## config.mk

```make
export PLATFORM = sky130hd
export DESIGN_NAME = sliding_window_distinct_count_flat
export DESIGN_NICKNAME = d
export VERILOG_FILES = /design/src/swdc_pkg.sv /design/src/swdc_req_if.sv /design/src/swdc_rsp_if.sv /design/src/swdc_csr_if.sv /design/src/swdc_cell.sv /design/src/swdc_popcount.sv /design/src/sliding_window_distinct_count.sv /design/src/flat_wrapper.sv
export SDC_FILE = /design/constraint.sdc
export NUM_CORES = 2
export LEC_CHECK = 0
export ABC_AREA = 1
export BUFFER_PORTS_ARGS = -buffer_cell sky130_fd_sc_hd__buf_2
export CAP_MARGIN = 15
export CORE_MARGIN = 2
export CORE_UTILIZATION = 41
export DETAILED_ROUTE_END_ITERATION = 10
export HOLD_SLACK_MARGIN = 0.02
export RECOVER_POWER = 100
export SYNTH_ARGS = -nofsm -noshare
export SYNTH_HDL_FRONTEND = slang
export SYNTH_SLANG_ARGS = --single-unit
```

## constraint.sdc

```tcl
create_clock -name clock -period 66.6 [get_ports clock]
set_input_delay 9.99 -clock clock [delete_from_list [all_inputs] [get_ports clock]]
set_output_delay 9.99 -clock clock [all_outputs]
set_load 0.03 [all_outputs]
```

## src/swdc_pkg.sv

```systemverilog
// Package for the sliding-window distinct-count block: sizes, link and state types.
`timescale 1ns / 1ps

package swdc_pkg;

   // Deepest window the cell chain holds.
   localparam int WINDOW_MAX = 64;

   // Field widths fixed by the interface.
   localparam int VALUE_W = 32;
   localparam int CFG_W   = 7;
   localparam int OUT_W   = 7;

   // Counter wide enough to hold WINDOW_MAX itself.
   localparam int CNT_W = $clog2(WINDOW_MAX + 1);

   // Popcount tree: first level sums groups of GROUP_SIZE flags.
   localparam int GROUP_SIZE = 8;
   localparam int NUM_GROUPS = (WINDOW_MAX + GROUP_SIZE - 1) / GROUP_SIZE;
   localparam int GRP_W      = $clog2(GROUP_SIZE + 1);
   localparam int PAD_BITS   = NUM_GROUPS * GROUP_SIZE;

   // Data handed from one cell to the next on every shift.
   typedef struct packed {
      logic signed [VALUE_W-1:0] value;
      logic                      first;  // no equal value stands nearer the head
   } link_type;

   // Strobes from the sequencer to the popcount tree.
   typedef struct packed {
      logic load_groups;
   } count_ctrl_type;

   // Sequencer states.
   typedef enum logic [1:0] {
      ST_IDLE,
      ST_GROUP,
      ST_TOTAL
   } state_type;

endpackage

```

## src/swdc_req_if.sv

```systemverilog
// Input channel interface: value and start flag with valid/ready.
`timescale 1ns / 1ps

interface swdc_req_if;
   logic                                       valid;
   logic                                       ready;
   logic signed [swdc_pkg::VALUE_W-1:0]        value;
   logic                                       start_req;

   modport source (output valid, output value, output start_req, input ready);
   modport sink   (input valid, input value, input start_req, output ready);
endinterface

```

## src/swdc_rsp_if.sv

```systemverilog
// Result channel interface: distinct count with valid/ready.
`timescale 1ns / 1ps

interface swdc_rsp_if;
   logic                          valid;
   logic                          ready;
   logic [swdc_pkg::OUT_W-1:0]    distinct_count;

   modport source (output valid, output distinct_count, input ready);
   modport sink   (input valid, input distinct_count, output ready);
endinterface

```

## src/swdc_csr_if.sv

```systemverilog
// Configuration write channel interface: window size with valid/ready.
`timescale 1ns / 1ps

interface swdc_csr_if;
   logic                          valid;
   logic                          ready;
   logic [swdc_pkg::CFG_W-1:0]    window_size;

   modport source (output valid, output window_size, input ready);
   modport sink   (input valid, input window_size, output ready);
endinterface

```

## src/swdc_cell.sv

```systemverilog
// One window cell: stores a value and its first-occurrence flag, shifts toward the tail.
`timescale 1ns / 1ps

module swdc_cell (
   input  logic                                 clock,
   input  logic                                 reset,
   input  logic                                 shift_en,
   input  logic signed [swdc_pkg::VALUE_W-1:0]  new_value,
   input  swdc_pkg::link_type                   link_in,
   output swdc_pkg::link_type                   link_out,
   output logic                                 first_out
);

   logic signed [swdc_pkg::VALUE_W-1:0] value_ff;
   logic                                first_ff;

   // Shift in the neighbor's value; the flag survives unless the arriving value matches.
   always_ff @(posedge clock) begin
      if (shift_en) begin
         value_ff <= link_in.value;
      end
   end

   always_ff @(posedge clock) begin
      if (reset) begin
         first_ff <= 1'b0;
      end else if (shift_en) begin
         first_ff <= link_in.first;
      end
   end

   // Handed on: this entry stays a first occurrence only if it differs from the new value.
   assign link_out.value = value_ff;
   assign link_out.first = first_ff & (value_ff != new_value);
   assign first_out      = first_ff;

endmodule

```

## src/swdc_popcount.sv

```systemverilog
// Two-level popcount of the masked first-occurrence flags.
`timescale 1ns / 1ps

module swdc_popcount (
   input  logic                                clock,
   input  swdc_pkg::count_ctrl_type            ctrl,
   input  logic [swdc_pkg::WINDOW_MAX-1:0]     flags,
   input  logic [swdc_pkg::CNT_W-1:0]          win_len,
   output logic [swdc_pkg::CNT_W-1:0]          total
);

   logic [swdc_pkg::PAD_BITS-1:0]   masked;
   logic [swdc_pkg::GRP_W-1:0]      group_in [swdc_pkg::NUM_GROUPS];
   logic [swdc_pkg::GRP_W-1:0]      group_ff [swdc_pkg::NUM_GROUPS];

   // Keep only the entries inside the current window, pad the last group.
   always_comb begin
      masked = '0;
      for (int i = 0; i < swdc_pkg::WINDOW_MAX; i++) begin
         masked[i] = flags[i] & (swdc_pkg::CNT_W'(i) < win_len);
      end
   end

   // First level: one count per group of flags.
   always_comb begin
      for (int g = 0; g < swdc_pkg::NUM_GROUPS; g++) begin
         group_in[g] = '0;
         for (int b = 0; b < swdc_pkg::GROUP_SIZE; b++) begin
            group_in[g] = group_in[g]
                        + swdc_pkg::GRP_W'(masked[g * swdc_pkg::GROUP_SIZE + b]);
         end
      end
   end

   always_ff @(posedge clock) begin
      if (ctrl.load_groups) begin
         group_ff <= group_in;
      end
   end

   // Second level: sum of the registered group counts.
   always_comb begin
      total = '0;
      for (int g = 0; g < swdc_pkg::NUM_GROUPS; g++) begin
         total = total + swdc_pkg::CNT_W'(group_ff[g]);
      end
   end

endmodule

```

## src/sliding_window_distinct_count.sv

```systemverilog
// Top level: cell chain holding the window, popcount tree and result sequencer.
//
//   channel  dir   payload                      transfer when
//   req      in    value[31:0], start_req       req_bus.valid & req_bus.ready
//   rsp      out   distinct_count[6:0]          rsp_bus.valid & rsp_bus.ready
//   csr      in    window_size[6:0]             csr_bus.valid & csr_bus.ready
//
// An item that yields no result leaves the sequencer idle, ready for the next item;
// one that yields a result passes cell shift, group count and total (the states of
// the two-level popcount) before the next item is taken. The result register frees the
// input side while a result waits; a stalled result holds the block in the total state.
// Reset (synchronous) clears fill count, flags, window size to 1 and the sequencer.
// Window entries themselves are not reset; req and csr are not ready during reset.
`timescale 1ns / 1ps

module sliding_window_distinct_count (
   input  logic          clock,
   input  logic          reset,
   swdc_req_if.sink      req_bus,
   swdc_rsp_if.source    rsp_bus,
   swdc_csr_if.sink      csr_bus
);

   swdc_pkg::state_type               state_ff, state_in;
   logic [swdc_pkg::CFG_W-1:0]        window_size_ff;
   logic [swdc_pkg::CNT_W-1:0]        fill_count_ff, fill_count_in;
   logic [swdc_pkg::CNT_W-1:0]        fill_base;
   logic [swdc_pkg::CNT_W-1:0]        win_len;
   logic                              rsp_valid_ff, rsp_valid_in;
   logic [swdc_pkg::OUT_W-1:0]        rsp_count_ff;
   logic                              req_xfer;
   logic                              emit;
   logic                              rsp_free;
   logic                              load_rsp;
   swdc_pkg::count_ctrl_type          count_ctrl;
   swdc_pkg::link_type                links [swdc_pkg::WINDOW_MAX + 1];
   logic [swdc_pkg::WINDOW_MAX-1:0]   flags;
   logic [swdc_pkg::CNT_W-1:0]        total;

   // Configuration register.
   assign csr_bus.ready = !reset;

   always_ff @(posedge clock) begin
      if (reset) begin
         window_size_ff <= swdc_pkg::CFG_W'(1);
      end else if (csr_bus.valid && csr_bus.ready) begin
         window_size_ff <= csr_bus.window_size;
      end
   end

   // Effective window length: zero counts as one, large values saturate.
   always_comb begin
      if (window_size_ff == '0) begin
         win_len = swdc_pkg::CNT_W'(1);
      end else if (32'(window_size_ff) > swdc_pkg::WINDOW_MAX) begin
         win_len = swdc_pkg::CNT_W'(swdc_pkg::WINDOW_MAX);
      end else begin
         win_len = swdc_pkg::CNT_W'(window_size_ff);
      end
   end

   assign req_xfer = req_bus.valid && req_bus.ready;

   // Fill count: restart on start_req, saturate at the chain depth.
   always_comb begin
      fill_base = req_bus.start_req ? '0 : fill_count_ff;
      if (32'(fill_base) < swdc_pkg::WINDOW_MAX) begin
         fill_count_in = fill_base + swdc_pkg::CNT_W'(1);
      end else begin
         fill_count_in = fill_base;
      end
   end

   assign emit = (fill_count_in >= win_len);

   always_ff @(posedge clock) begin
      if (reset) begin
         fill_count_ff <= '0;
      end else if (req_xfer) begin
         fill_count_ff <= fill_count_in;
      end
   end

   // Cell chain: the head link carries the arriving value as a first occurrence.
   assign links[0].value = req_bus.value;
   assign links[0].first = 1'b1;

   for (genvar k = 0; k < swdc_pkg::WINDOW_MAX; k++) begin : g_cell
      swdc_cell u_cell (
         .clock     (clock),
         .reset     (reset),
         .shift_en  (req_xfer),
         .new_value (req_bus.value),
         .link_in   (links[k]),
         .link_out  (links[k + 1]),
         .first_out (flags[k])
      );
   end

   // Popcount of the first occurrences inside the window.
   swdc_popcount u_popcount (
      .clock   (clock),
      .ctrl    (count_ctrl),
      .flags   (flags),
      .win_len (win_len),
      .total   (total)
   );

   assign rsp_free = !rsp_valid_ff || rsp_bus.ready;

   // Sequencer: next state.
   always_comb begin
      state_in = state_ff;
      unique case (state_ff)
         swdc_pkg::ST_IDLE: begin
            if (req_xfer && emit) begin
               state_in = swdc_pkg::ST_GROUP;
            end
         end
         swdc_pkg::ST_GROUP: begin
            state_in = swdc_pkg::ST_TOTAL;
         end
         swdc_pkg::ST_TOTAL: begin
            if (rsp_free) begin
               state_in = swdc_pkg::ST_IDLE;
            end
         end
         default: begin
            state_in = swdc_pkg::ST_IDLE;
         end
      endcase
   end

   // Sequencer: outputs.
   always_comb begin
      req_bus.ready          = 1'b0;
      count_ctrl.load_groups = 1'b0;
      load_rsp               = 1'b0;
      unique case (state_ff)
         swdc_pkg::ST_IDLE: begin
            req_bus.ready = !reset;
         end
         swdc_pkg::ST_GROUP: begin
            count_ctrl.load_groups = 1'b1;
         end
         swdc_pkg::ST_TOTAL: begin
            load_rsp = rsp_free;
         end
         default: begin
            req_bus.ready = 1'b0;
         end
      endcase
   end

   always_ff @(posedge clock) begin
      if (reset) begin
         state_ff <= swdc_pkg::ST_IDLE;
      end else begin
         state_ff <= state_in;
      end
   end

   // Result register.
   always_comb begin
      rsp_valid_in = rsp_valid_ff;
      priority if (load_rsp) begin
         rsp_valid_in = 1'b1;
      end else if (rsp_bus.ready) begin
         rsp_valid_in = 1'b0;
      end
   end

   always_ff @(posedge clock) begin
      if (reset) begin
         rsp_valid_ff <= 1'b0;
      end else begin
         rsp_valid_ff <= rsp_valid_in;
      end
   end

   always_ff @(posedge clock) begin
      if (load_rsp) begin
         rsp_count_ff <= swdc_pkg::OUT_W'(total);
      end
   end

   assign rsp_bus.valid          = rsp_valid_ff;
   assign rsp_bus.distinct_count = rsp_count_ff;

endmodule

```

## src/flat_wrapper.sv

```systemverilog
// flat-port wrapper written by rule: the top's interface ports become plain ports
module sliding_window_distinct_count_flat 
  (clock, reset, req_bus_valid, req_bus_value, req_bus_start_req, req_bus_ready, rsp_bus_valid, rsp_bus_distinct_count, rsp_bus_ready, csr_bus_valid, csr_bus_window_size, csr_bus_ready);
  swdc_req_if req_bus_i ();
  swdc_rsp_if rsp_bus_i ();
  swdc_csr_if csr_bus_i ();
  input  logic clock;
  input  logic reset;
  input wire logic [$bits(req_bus_i.valid)-1:0] req_bus_valid;
  input wire logic [$bits(req_bus_i.value)-1:0] req_bus_value;
  input wire logic [$bits(req_bus_i.start_req)-1:0] req_bus_start_req;
  output wire logic [$bits(req_bus_i.ready)-1:0] req_bus_ready;
  output wire logic [$bits(rsp_bus_i.valid)-1:0] rsp_bus_valid;
  output wire logic [$bits(rsp_bus_i.distinct_count)-1:0] rsp_bus_distinct_count;
  input wire logic [$bits(rsp_bus_i.ready)-1:0] rsp_bus_ready;
  input wire logic [$bits(csr_bus_i.valid)-1:0] csr_bus_valid;
  input wire logic [$bits(csr_bus_i.window_size)-1:0] csr_bus_window_size;
  output wire logic [$bits(csr_bus_i.ready)-1:0] csr_bus_ready;
  assign req_bus_i.valid = req_bus_valid;
  assign req_bus_i.value = req_bus_value;
  assign req_bus_i.start_req = req_bus_start_req;
  assign req_bus_ready = req_bus_i.ready;
  assign rsp_bus_valid = rsp_bus_i.valid;
  assign rsp_bus_distinct_count = rsp_bus_i.distinct_count;
  assign rsp_bus_i.ready = rsp_bus_ready;
  assign csr_bus_i.valid = csr_bus_valid;
  assign csr_bus_i.window_size = csr_bus_window_size;
  assign csr_bus_ready = csr_bus_i.ready;
  sliding_window_distinct_count u_core (.clock(clock), .reset(reset), .req_bus(req_bus_i), .rsp_bus(rsp_bus_i), .csr_bus(csr_bus_i));
endmodule
```

==> key figures <==
Critical path
  – Crit path kind: input pin to flop
  – Crit start category: input pin
  – Delay-heaviest family, CP: buffers and inverters
  – Worst Path Arrival: 31.05 ns
  – Crit path cell chain: clkbuf_1 > nor3_1 > nand2_1 > clkinvlp_2 > clkbuf_1 > clkbuf_1 > clkbuf_1 > clkbuf_1 > clkbuf_1
  – Endpoint class of the critical path: flop
  – Reg2reg setup slack: 44.81 ns
  – WP buf/inv: 7
  – Slowest-stage cell, CP: clkbuf_1
  – FF-to-FF Start: u_core.state_ff[0]$_SDFFE_PP0P_
  – Reg2Reg Depth: 8
  – Worst path max stage delay: slightly above 7 ns
  – CP most frequent cell: clkbuf_1
  – Crit Path Max Fanout: 193
  – CP Data Required Time: roughly 67 ns
  – Worst R2R End: u_core.g_cell[43].u_cell.value_ff[30]$_DFFE_PP_

Placed design
  – Buffers on Ports: 54
  – Gpl congestion: 0.877
  – DP HPWL: 143 mm

Logic synthesis
  – Netlist cell types: 32
  – Yosys reg bits: 2136
  – EDFF count, synth: 2055
  – Sequential area share after synthesis: between 60% and 70%
  – Synth warn: 0
  – Mapped Cells: about 9000
  – Post-synthesis cell area: 98600 um^2
  – Ys flop type: edfxtp_1
  – FFs w/ async S/R, synth: 0%
  – Syn avg cell area: between 10 and 15 um^2
  – Syn Nets: 9151

Clock network
  – TritonCTS buffer count: 214
  – Worst-Skew Late Latency: 0.84 ns
  – Root Driver: clkbuf_16
  – CTS Hold Bufs: 0
  – Clock sinks: about 2100
  – CTS Buffer Depth: 3
  – CTS tree: done
  – Post-CTS setup buffers: 0
  – Reg clk slew, reported paths: 0.06 ns
  – CTS H-tree depth: 4
  – PostCTS Resize Cnt: 0

STA
  – Slew @ Worst Pin: roughly 10 ns
  – Setup TNS: 0 ns
  – Hold Slack: 0.452 ns
  – RSZ-0062 raised after global routing: false
  – Slew margin rel.: -581%
  – Maximum clock rate: between 0.03 and 0.04 GHz
  – Clock Skews: 0.0258 ns
  – Fin. Hold Viols: 0
  – Final number of setup-violating endpoints: 0
  – Crit path time final: 30.70 ns
  – Final worst-path cycle share: 46.1%
  – Max-slew violations: 3283

Cells and area
  – Most common cell after layout, fill and taps aside: nand2_1
  – Filler cells: 22100
  – Register area: 63300 um^2
  – Area of the multi-input gates: 30300 um^2
  – Layout area overhead: 9.64%
  – Nets: 9199
  – Share of layout cells above drive strength 1: 4.01%
  – Most frequent cells in the layout: 3294 x nand2_1, 2055 x edfxtp_1, 1434 x xnor2_1

Route
  – Drt total wl: ~200 mm
  – Number of routed nets with antenna violations: 0
  – Wirelength per Cell: about 16 um
  – Vias/cell: 4.58
  – Post-route DRC: 0
  – DRT iter0 DRCs: ~4200
  – Via count: ~57000
  – Router iterations before antenna repair: 5

Worst hold path
  – Hold Crit Endpoint: u_core.g_cell[32].u_cell.value_ff[13]$_DFFE_PP_
  – Critical hold path startpoint: u_core.g_cell[31].u_cell.value_ff[13]$_DFFE_PP_
  – Hold Crit Depth: 0
  – Hold Path Class: flop to flop

Power and ir drop
  – Pwr Total: 3.05 mW
  – Max VDD drop: between 0.02 and 0.025 mV
  – Combinational power share: 8.7%
  – Net Sw Frac: 23.5%
  – Flop pwr share: 53.0%
  – Clock power frac: 38.3%
  – Cell Int Power: 2.33 mW
  – PD cells: approximately 28 nW/um^2
  – Leakage power: between 30 and 40 nW
  – P_sw: 0.719 mW

Outcome
  – Failing checks: capacitance limit, slew limit
  – Status: finished, violations left

Floorplan
  – Die height: approximately 490 um
  – Core region area: 240000 um^2
  – Initial Utilization: roughly two fifths
  – Full die area: between 200000 and 250000 um^2
  – Die X: 494 um
  – IO Count: 55
  – FP Rows: 180

Job
  – Max-Cap Viols: 56

Global routing
  – Initial antenna violation count: 10
  – First-pass GRT wire length: 309 mm
  – Gr usage total: 16.3%
  – Pin count of the biggest net entering global routing: 194
  – Total grt overflow: 0
  – Number of global-route vias before repair: 55600
## power groups by stage
stage / registers (mW) / clock network [mW] / logic (mW)
final: 1.62 / 1.17 / 0.267
after global routing: 1.63 / 1.25 / 0.302
after CTS: 1.61 / 1.20 / 0.272
after detailed placement: 1.63 / 0 / 0.271
after global placement: 1.63 / 0 / 0.265
after floorplan: 1.70 / 0 / 0.205
## cell usage after synthesis, types with 2 or more instances
cell      count  area share, %
nand2_1    3293             13
edfxtp_1   2055             63
xnor2_1    1434             13
inv_1       817            3.1
nor2_1      729            2.8
buf_4       141            1.1
buf_2       126           0.64
a21oi_1      99           0.50
dfxtp_1      81            1.6
fa_1         55            1.1
ha_1         39           0.49
clkbuf_1     26          0.099
nand3_1      24           0.12
inv_2        20          0.076
o21ai_0      18          0.091
a211oi_1     10          0.076
o211ai_1      8          0.061
nand4_1       6          0.038
nor2_2        6          0.038
xor2_1        4          0.036
a211oi_2      3          0.038
clkinv_1      3          0.011
nor2_4        3          0.034
buf_1         2         0.0076
nand2_2       2          0.013
nor3_1        2          0.010
## per-stage QoR
stage	setup slack (ns)	util, %	instance area [um^2]	instances
after floorplan	32.81	-	98600	9012
after global placement	46.04	42.4	102000	12000
after detailed placement	46.03	42.4	102000	12000
after CTS	46.03	45.2	108000	12400
after global routing	33.29	45.1	108000	12400
final	35.90	45.1	108000	12400
## worst register-to-register path, cell delays in order, from the launching register on
cell and delay, ns:
dfxtp_1 0.33, nor3_1 0.26, nand2_1 0.96, clkinvlp_2 3.16, clkbuf_1 2.28, clkbuf_1 7.28, clkbuf_1 2.30, clkbuf_1 2.09
clkbuf_1 2.64
## how the worst max path moves through the flow
stage          start                                              end  cells past startpoint
2_1_floorplan  reset             u_core.fill_count_ff[0]$_SDFFE_PP0P_                      6
3_3_place_gp   reset                                    req_bus_ready                      3
3_5_place_dp   reset                                    req_bus_ready                      3
4_1_cts        reset                                    req_bus_ready                      3
5_1_grt        reset  u_core.g_cell[43].u_cell.value_ff[30]$_DFFE_PP_                      9
6_report       reset  u_core.g_cell[43].u_cell.value_ff[30]$_DFFE_PP_                      9
## sequential cells by signal, summed over array words and instances, names as in the netlist
signal                          flops
u_core.window_size_ff               7
u_core.g_cell.u_cell.value_ff    2016
u_core.u_popcount.group_ff         32
u_core.rsp_bus.distinct_count       7
u_core.state_ff                     2
u_core.fill_count_ff                7
u_core.rsp_bus.valid                1
u_core.g_cell.u_cell.first_out     64
## layer usage
layer  track usage [%]  wire [um]  vias up
met3              2.77       8150      305
met5                 0          0        -
met2              28.6     101000      879
li1                  -          -    28600
met4              5.40       6410        0
met1              20.3      84500    27200
## layout make-up
| cell class | count | area share, % |
|---|---|---|
| Antenna cell | 3 | 0.00694 |
| Clock buffer | 271 | 5.27 |
| Clock inverter | 117 | 0.930 |
| Inverter | 840 | 2.92 |
| Multi-Input combinational cell | 5740 | 28.0 |
| Sequential cell | 2136 | 58.6 |
| Tap cell | 3185 | 3.69 |
| Timing Repair Buffer | 128 | 0.594 |
## logic make-up after synthesis
| kind of cell | after synthesis | share of synthesized area, % |
|---|---|---|
| buf+inv | 1136 | 5.03 |
| flops | 2136 | 64.2 |
| simple gates | 4068 | 15.6 |
| compound gates | 140 | 0.781 |
| xor+xnor | 1438 | 12.8 |
| fa+ha+maj | 94 | 1.61 |
(Power assumes the default switching activity.)
